<file path="src/rtl/i2cmts_pkg.sv">
// Types and constants for the I2C master transfer sequencer.
// Holds bus status codes, action and error encodings, and the state/result structs.
// No dependencies.
`default_nettype none

package i2cmts_pkg;

  localparam int POS_W  = 9;
  localparam int BYTE_W = 8;

  // byte-level bus status codes (master only)
  localparam logic [7:0] ST_BUS_ERROR   = 8'h00;
  localparam logic [7:0] ST_START       = 8'h08;
  localparam logic [7:0] ST_RESTART     = 8'h10;
  localparam logic [7:0] ST_TX_ADDR_ACK = 8'h18;
  localparam logic [7:0] ST_TX_ADDR_NAK = 8'h20;
  localparam logic [7:0] ST_TX_DATA_ACK = 8'h28;
  localparam logic [7:0] ST_TX_DATA_NAK = 8'h30;
  localparam logic [7:0] ST_ARB_LOST    = 8'h38;
  localparam logic [7:0] ST_RX_ADDR_ACK = 8'h40;
  localparam logic [7:0] ST_RX_ADDR_NAK = 8'h48;
  localparam logic [7:0] ST_RX_DATA_ACK = 8'h50;
  localparam logic [7:0] ST_RX_DATA_NAK = 8'h58;
  localparam logic [7:0] ST_NO_INFO     = 8'hF8;

  // configuration register indexes
  localparam logic [1:0] REG_SLAVE_ADDR = 2'd0;
  localparam logic [1:0] REG_XFER_LEN   = 2'd1;

  typedef enum logic [2:0] {
    ACT_NONE      = 3'd0,
    ACT_CLR_FLAG  = 3'd1,
    ACT_START_ACK = 3'd2,
    ACT_ACK       = 3'd3,
    ACT_NACK      = 3'd4,
    ACT_STOP      = 3'd5,
    ACT_RESTART   = 3'd6
  } action_t;

  typedef enum logic [2:0] {
    ERR_NONE      = 3'd0,
    ERR_NO_DEVICE = 3'd1,
    ERR_ARB_LOST  = 3'd2,
    ERR_OVERFLOW  = 3'd3,
    ERR_BUS       = 3'd4
  } error_t;

  typedef struct packed {
    logic [POS_W-1:0] position;
    logic             ready;
    error_t           error;
  } seq_state_t;

  typedef struct packed {
    action_t           action;
    logic              send_valid;
    logic [BYTE_W-1:0] send_byte;
    logic              store_valid;
    logic [BYTE_W-1:0] store_index;
    logic [BYTE_W-1:0] store_byte;
    error_t            error;
    logic              ready;
  } seq_result_t;

endpackage

`default_nettype wire

</file>
<file path="src/rtl/i2cmts_step.sv">
// Per-item decode of one bus status event: next sequencer state and the result item.
// Pure combinational; depends on i2cmts_pkg.
`default_nettype none

module i2cmts_step import i2cmts_pkg::*; (
  input  wire seq_state_t        state_i,
  input  wire logic [POS_W-1:0]  len_i,
  input  wire logic [BYTE_W-1:0] addr_i,
  input  wire logic [7:0]        status_i,
  input  wire logic [BYTE_W-1:0] rx_i,
  input  wire logic [BYTE_W-1:0] tx_i,
  output seq_state_t             state_o,
  output seq_result_t            result_o
);

  logic            has_room;
  logic            check_more;
  logic [POS_W:0]  pos_plus1;

  assign has_room = state_i.position < len_i;

  always_comb begin
    state_o    = state_i;
    result_o   = '0;
    check_more = 1'b0;
    case (status_i)
      ST_START, ST_RESTART: begin
        state_o.ready       = 1'b0;
        result_o.send_valid = 1'b1;
        result_o.send_byte  = addr_i;
        result_o.action     = ACT_START_ACK;
      end
      ST_TX_ADDR_ACK, ST_TX_DATA_ACK: begin
        if (has_room) begin
          result_o.send_valid  = 1'b1;
          result_o.send_byte   = tx_i;
          result_o.store_index = state_i.position[BYTE_W-1:0];
          state_o.position     = state_i.position + 1'b1;
          result_o.action      = ACT_ACK;
        end else begin
          result_o.action = ACT_STOP;
          state_o.ready   = 1'b1;
        end
      end
      ST_RX_DATA_NAK, ST_RX_DATA_ACK: begin
        if (has_room) begin
          result_o.store_valid = 1'b1;
          result_o.store_index = state_i.position[BYTE_W-1:0];
          result_o.store_byte  = rx_i;
          state_o.position     = state_i.position + 1'b1;
        end else begin
          state_o.error = ERR_OVERFLOW;
        end
        if (status_i == ST_RX_DATA_NAK) begin
          result_o.action = ACT_STOP;
          state_o.ready   = 1'b1;
        end else begin
          check_more = 1'b1;
        end
      end
      ST_TX_ADDR_NAK, ST_RX_ADDR_NAK: begin
        state_o.error   = ERR_NO_DEVICE;
        result_o.action = ACT_STOP;
        state_o.ready   = 1'b1;
      end
      ST_TX_DATA_NAK: begin
        result_o.action = ACT_STOP;
        state_o.ready   = 1'b1;
      end
      ST_ARB_LOST: begin
        state_o.error   = ERR_ARB_LOST;
        result_o.action = ACT_RESTART;
      end
      ST_RX_ADDR_ACK: check_more = 1'b1;
      ST_NO_INFO:     result_o.action = ACT_CLR_FLAG;
      ST_BUS_ERROR: begin
        state_o.error   = ERR_BUS;
        result_o.action = ACT_STOP;
        state_o.ready   = 1'b1;
      end
      default: ;
    endcase

    // ack only if another byte will follow the one now arriving
    pos_plus1 = {1'b0, state_o.position} + 1'b1;
    if (check_more) begin
      result_o.action = (pos_plus1 < {1'b0, len_i}) ? ACT_ACK : ACT_NACK;
    end
    result_o.error = state_o.error;
    result_o.ready = state_o.ready;
  end

endmodule

`default_nettype wire

</file>
<file path="src/rtl/i2c_master_transfer_sequencer_unit.sv">
// I2C master transfer sequencer: one result item per bus status item.
// The result is registered into the result register, or into the skid register if that one is held.
// Throughput: one item per cycle while the skid register is empty; a two-entry output stage (result register
// plus skid register) keeps input ready while one result waits.
// Reset (rst_n, synchronous): position 0, ready 1, no error, address, length and valid flags 0.
// Depends on i2cmts_pkg and i2cmts_step.
`default_nettype none

module i2c_master_transfer_sequencer_unit import i2cmts_pkg::*; #(
  parameter int MAX_LENGTH = 256
) (
  input  wire logic        clk,
  input  wire logic        rst_n,
  input  wire logic        cfg_we,
  input  wire logic [1:0]  cfg_index,
  input  wire logic [8:0]  cfg_wdata,
  input  wire logic        in_valid,
  output logic             in_ready,
  input  wire logic [7:0]  in_status_code,
  input  wire logic [7:0]  in_rx_byte,
  input  wire logic [7:0]  in_tx_byte,
  output logic             out_valid,
  input  wire logic        out_ready,
  output logic [2:0]       out_bus_action,
  output logic             out_send_valid,
  output logic [7:0]       out_send_byte,
  output logic             out_store_valid,
  output logic [7:0]       out_store_index,
  output logic [7:0]       out_store_byte,
  output logic [2:0]       out_error_out,
  output logic             out_ready_out
);

  localparam int LEN_MAX_FIELD = (1 << POS_W) - 1;
  localparam int LEN_CAP_INT   = (MAX_LENGTH > LEN_MAX_FIELD) ? LEN_MAX_FIELD : MAX_LENGTH;
  localparam logic [POS_W-1:0] LEN_CAP = LEN_CAP_INT[POS_W-1:0];

  logic [BYTE_W-1:0] addr_r;
  logic [POS_W-1:0]  len_r;     // already clamped to the cap
  seq_state_t        state_r, state_nxt;
  seq_result_t       res_new;
  seq_result_t       out_r, skid_r;
  logic              out_vld_r, skid_vld_r;
  logic              in_acc, out_acc;

  assign in_ready = ~skid_vld_r;
  assign in_acc   = in_valid & in_ready;
  assign out_acc  = out_vld_r & out_ready;

  i2cmts_step u_step (
    .state_i  (state_r),
    .len_i    (len_r),
    .addr_i   (addr_r),
    .status_i (in_status_code),
    .rx_i     (in_rx_byte),
    .tx_i     (in_tx_byte),
    .state_o  (state_nxt),
    .result_o (res_new)
  );

  always_ff @(posedge clk) begin
    if (!rst_n) begin
      addr_r  <= '0;
      len_r   <= '0;
      state_r <= '{position: '0, ready: 1'b1, error: ERR_NONE};
    end else if (cfg_we) begin
      case (cfg_index)
        REG_SLAVE_ADDR: begin
          addr_r           <= cfg_wdata[BYTE_W-1:0];
          state_r.position <= '0;
        end
        REG_XFER_LEN: begin
          len_r            <= (cfg_wdata > LEN_CAP) ? LEN_CAP : cfg_wdata;
          state_r.position <= '0;
        end
        default: ;
      endcase
    end else if (in_acc) begin
      state_r <= state_nxt;
    end
  end

  // output stage: result register in front, skid register behind it
  always_ff @(posedge clk) begin
    if (!rst_n) begin
      out_vld_r  <= 1'b0;
      skid_vld_r <= 1'b0;
    end else begin
      if (skid_vld_r) begin
        if (out_acc) begin
          out_r      <= skid_r;
          skid_vld_r <= 1'b0;
        end
      end else if (in_acc) begin
        if (out_vld_r && !out_ready) begin
          skid_r     <= res_new;
          skid_vld_r <= 1'b1;
        end else begin
          out_r     <= res_new;
          out_vld_r <= 1'b1;
        end
      end else if (out_acc) begin
        out_vld_r <= 1'b0;
      end
    end
  end

  assign out_valid       = out_vld_r;
  assign out_bus_action  = out_r.action;
  assign out_send_valid  = out_r.send_valid;
  assign out_send_byte   = out_r.send_byte;
  assign out_store_valid = out_r.store_valid;
  assign out_store_index = out_r.store_index;
  assign out_store_byte  = out_r.store_byte;
  assign out_error_out   = out_r.error;
  assign out_ready_out   = out_r.ready;

endmodule

`default_nettype wire
</file>
<file path="config.mk">
export PLATFORM = sky130hd
export DESIGN_NAME = i2c_master_transfer_sequencer_unit
export DESIGN_NICKNAME = d
export VERILOG_FILES = /design/src/rtl/i2cmts_pkg.sv /design/src/rtl/i2cmts_step.sv /design/src/rtl/i2c_master_transfer_sequencer_unit.sv
export SDC_FILE = /design/constraint.sdc
export NUM_CORES = 1
export LEC_CHECK = 0
export BUFFER_PORTS_ARGS = -buffer_cell sky130_fd_sc_hd__clkbuf_2
export CAP_MARGIN = 25
export CORE_UTILIZATION = 62
export CTS_CLUSTER_DIAMETER = 50
export CTS_CLUSTER_SIZE = 24
export DETAILED_ROUTE_END_ITERATION = 16
export HOLD_SLACK_MARGIN = 0.02
export PLACE_DENSITY_LB_ADDON = 0.1
export REMOVE_ABC_BUFFERS = 1
export SYNTH_ARGS = -nofsm -noshare
export SYNTH_HDL_FRONTEND = slang
export SYNTH_HIERARCHICAL = 1
export SYNTH_SLANG_ARGS = --single-unit
</file>
<file path="constraint.sdc">
create_clock -name clk -period 12.99 [get_ports clk]
set_clock_uncertainty 0.2 [all_clocks]
set_input_delay 0.6495 -clock clk [delete_from_list [all_inputs] [get_ports clk]]
set_output_delay 0.6495 -clock clk [all_outputs]
set_load 0.05 [all_outputs]
</file>
==> metrics.sh <==
POWER.STATIC_LEAKAGE_nW=2.324
ANTENNA_LEFT=0
PLACE.DETAILED.HPWL_UM=7552
FIRST_GLOBAL_VIAS=3544
SETUP-VIOLATIONS-FINAL=0
CTS-BUFFERS-INSERTED=9
TIMING.MAX_CAP.VIOLATIONS=0
PLACEMENT.IO_BUFFERS=74
MEAN_INSTANCE_SIZE_IN_THE_SYNTHESIZED_NETLIST_UM2=10.98
WORST_EP_ARRIVAL_TIME_PS=5620
WORST_SETUP_PATH_STARTPOINT='state_r[8]'
YS_SEQ_ELEMENTS=98
CRIT_REQUIRED_PS=12910
CLK_PATH_BUF_DEPTH=2
DIE_WIDTH_UM=93.90
ROUTED_WIRELENGTH_UM=10780
CTS_HTREE_LEVELS=3
CRITICALPATHCATEGORY='register to register'
CTS.ROOT.BUFFER_CELL='sky130_fd_sc_hd__clkbuf_8'
TIMING.FMAX_MHz=175.6
SYNTH_AREA_UM2=5236
CP-START-KIND='register'
SYNTH_ASYNC_SR_FLOP_SHARE_PCT=0
CTS.REPAIR_TIMING.SETUP_BUFFER_COUNT=0
VIA_COUNT=3918
WORST_SETUP_HOLD_PATH_CLK_SLEW_PS=100
FINALMAXSLEWVIOLATIONS=0
FLOORPLAN.INITIALDENSITY_PCT=64.05
FINALPOWER_mW=0.6323
SYNTH_LARGEST_TYPE_AREA_FRACTION_PCT=37.85
TOP_LEVEL_PORTS=75
DR.FIRST_ITER.DRC_COUNT=298
PATH_MAX_FANOUT=18
MOSTFREQUENTLAYOUTCELLS='74 x sky130_fd_sc_hd__clkbuf_2, 66 x sky130_fd_sc_hd__edfxtp_1, 42 x sky130_fd_sc_hd__nand2_1'
ROUTE.DETAILED.VIAS_PER_INST=6.093
SYN-INSTANCE-COUNT=477
ANTENNADIODECOUNT=0
CRITICAL_PATH.REG2REG.STARTPOINT='state_r[8]'
GP_ROUTABILITY_CONGESTION=0.9225
CTS.HOLD.BUFFERS_ADDED=0
SETUP_REPAIR_AFTER_GLOBAL_ROUTING_MISSED_ITS_MARGIN='false'
DRT-PASS1-ITER-COUNT=5
HOLD_VIOLATION_COUNT_IN_THE_FINAL_REPORT=0
FILLER_CELL_COUNT=618
AREA_OF_THE_CORE_UM2=8175
TOP_FF_CELL_SYNTH='sky130_fd_sc_hd__edfxtp_1'
MOSTFREQUENTLAYOUTCELL='sky130_fd_sc_hd__clkbuf_2'
OUTCOME='completed'
HOLDCRITPATHCLASS='register to register'
GRT_FIRST_PASS_WIRELENGTH_UM=17350
CP-END-KIND='register'
FLOORPLAN_ROW_COUNT=33
MIN_PERIOD_OVER_PERIOD_PCT=43.84
GRT_OVERFLOW=0
GRT_UTIL_ALL_LAYERS_PCT=25.79
YOSYSWARNINGCOUNT=6
GRT_START_MAX_NET_PINS=56
FLOORPLAN.DIE_AREA_UM2=8817
COUNT_OF_UNRESOLVED_DRC_VIOLATIONS_AFTER_ROUTING=0
CTS_TREE='yes'
CLOCK_INSERTION_DELAY_WORST_SKEW_PS=370
LAYOUT.NETS=592
HOLD_PATH.STARTPOINT='state_r[2]'
FINISH.CELL_COUNT_WITHOUT_FILLERS=643
POST-PLACE-CELLS=627
YOSYSTOPAREACELL='sky130_fd_sc_hd__edfxtp_1'
DIE_Y_UM=93.90
IR_WORST_VDD_uV=51.44
AREA_GROWTH_PCT=10.90
POST_SYNTH_MAIN_AREA_CONTRIBUTORS='sky130_fd_sc_hd__edfxtp_1 38%, sky130_fd_sc_hd__dfxtp_1 12%, sky130_fd_sc_hd__mux2_2 7.5%'
WORST_HOLD_PATH.NUM_CELLS=2
POWER_DENSITY_nW_PER_UM2=108.9
SYNTH_EDF_COUNT=66
WL_PER_CELL_UM=16.77
FINALWORSTPATHREQUIREDPERIOD_PS=5695
WORST_PIN_SLEW_PS=914.2
SYNTH.YOSYS.SEQ_AREA_SHARE_PCT=50.08
SLEW_HEADROOM_PCT=38.49
CTS_RESIZED=0
ANTENNA_VIOLATIONS_BEFORE_REPAIR=0
FINAL_LAYOUT_SIZE_SUFFIX_GT1_SHARE_PCT=29.74
TOTAL_NEGATIVE_SETUP_SLACK_PS=0
SYNTH.LIB_CELLS_USED.DISTINCT=60
CTS.SINK_COUNT=98
TIMING.REG2REG.WORST_PATH_DEPTH=20
==> area by class of cell <==
| cell class | instances | area, um^2 | area share, % |
|---|---|---|---|
| Clock inverter | 7 | 83.83 | 1.444 |
| Multi-Input combinational cell | 326 | 2362 | 40.68 |
| Timing Repair Buffer | 80 | 415.4 | 7.154 |
| Clock buffer | 9 | 123.9 | 2.133 |
| Inverter | 18 | 67.56 | 1.164 |
| Tap cell | 105 | 131.4 | 2.262 |
| Sequential cell | 98 | 2623 | 45.16 |
==> power by group <==
group          switching [mW]  internal [mW]
Clock                   0.114         0.0931
Sequential            0.00327          0.342
Combinational          0.0560         0.0236
Total                   0.173          0.459
==> critical path: stages, from the launching register on <==
cell	delay (ps)
sky130_fd_sc_hd__dfxtp_1	430
sky130_fd_sc_hd__ha_1	350
sky130_fd_sc_hd__o21ai_0	90
sky130_fd_sc_hd__a211o_1	290
sky130_fd_sc_hd__o221ai_1	180
sky130_fd_sc_hd__buf_4	220
sky130_fd_sc_hd__clkinv_1	410
sky130_fd_sc_hd__ha_1	450
sky130_fd_sc_hd__mux2_2	190
sky130_fd_sc_hd__ha_1	200
sky130_fd_sc_hd__nand2_1	70
sky130_fd_sc_hd__mux2i_1	370
sky130_fd_sc_hd__nor4b_2	300
sky130_fd_sc_hd__xor2_1	110
sky130_fd_sc_hd__ha_1	200
sky130_fd_sc_hd__nor4_1	280
sky130_fd_sc_hd__o21ai_0	140
sky130_fd_sc_hd__a211oi_1	310
sky130_fd_sc_hd__o41ai_2	190
sky130_fd_sc_hd__and4_1	230
sky130_fd_sc_hd__mux2_2	260
==> state kept, by name, indices dropped and copies added, names as in the netlist <==
register         cells
out_ready_out        1
out_error_out        3
out_store_valid      1
out_valid            1
out_bus_action       3
addr_r               8
out_send_valid       1
out_send_byte        8
skid_vld_r           1
state_r             13
out_store_index      8
out_store_byte       8
skid_r              33
len_r                9
==> routing by layer <==
layer  wire length [um]  vias up  global-route usage (%)
met5                  0        -                       0
met4                139        0                   8.846
met3                697       10                   3.964
met2               5038      155                   41.24
met1               4906     1869                   35.79
li1                   -     1884                       -
==> path summary, 6_finish.rpt <==
| path | endpoint | slack (ps) |
|---|---|---|
| min reg2reg | state_r[2] | 260 |
| max | out_bus_action[2] | 7300 |
| min | state_r[2] | 260 |
| max reg2reg | out_bus_action[2] | 7300 |
==> kinds of logic after synthesis <==
| group | synth area share [%] |
|---|---|
| xor gates and xnor gates | 2.509 |
| adders and majority gates | 4.540 |
| and+or+nand+nor | 17.47 |
| DFF | 50.08 |
| buffers and inverters | 4.994 |
| muxes | 7.909 |
| AOI/OAI and AO/OA | 12.50 |
==> cells in the mapped netlist, types with 2 or more instances <==
cell	instances
sky130_fd_sc_hd__edfxtp_1	66
sky130_fd_sc_hd__nand3_1	25
sky130_fd_sc_hd__a22o_1	9
sky130_fd_sc_hd__nor2_1	16
sky130_fd_sc_hd__nand3_2	2
sky130_fd_sc_hd__buf_4	4
sky130_fd_sc_hd__and2_1	11
sky130_fd_sc_hd__nor3_1	8
sky130_fd_sc_hd__and4_1	2
sky130_fd_sc_hd__buf_2	12
sky130_fd_sc_hd__nand2b_1	6
sky130_fd_sc_hd__nand4_1	6
sky130_fd_sc_hd__nor2b_1	6
sky130_fd_sc_hd__nand3b_1	2
sky130_fd_sc_hd__o22ai_1	2
sky130_fd_sc_hd__nand4b_1	8
sky130_fd_sc_hd__o211a_1	2
sky130_fd_sc_hd__and3_1	21
sky130_fd_sc_hd__o211ai_1	2
sky130_fd_sc_hd__a211oi_1	3
sky130_fd_sc_hd__inv_1	17
sky130_fd_sc_hd__o21ai_0	21
sky130_fd_sc_hd__nand2_1	42
sky130_fd_sc_hd__a21oi_1	15
sky130_fd_sc_hd__nor4_1	3
sky130_fd_sc_hd__clkbuf_1	15
sky130_fd_sc_hd__o311ai_0	2
sky130_fd_sc_hd__xor2_1	4
sky130_fd_sc_hd__ha_1	19
sky130_fd_sc_hd__o221ai_1	2
sky130_fd_sc_hd__a31o_2	10
sky130_fd_sc_hd__mux2_2	35
sky130_fd_sc_hd__mux2i_1	2
sky130_fd_sc_hd__buf_6	2
sky130_fd_sc_hd__xnor2_1	11
sky130_fd_sc_hd__dfxtp_1	32
sky130_fd_sc_hd__o21ai_2	9
==> stage by stage <==
stage	area (um^2)	util [%]	setup slack [ps]	hold slack, ps
final	5807	71.03	7295	259.1
after global routing	5807	71.03	6900	283.9
after CTS	5807	71.03	7419	260.2
after detailed placement	5599	68.49	7416	248.0
after global placement	5599	68.49	7621	240.6
after floorplan	5042	-	7679	229.4
Note: power is estimated with default switching activity, not from simulation.
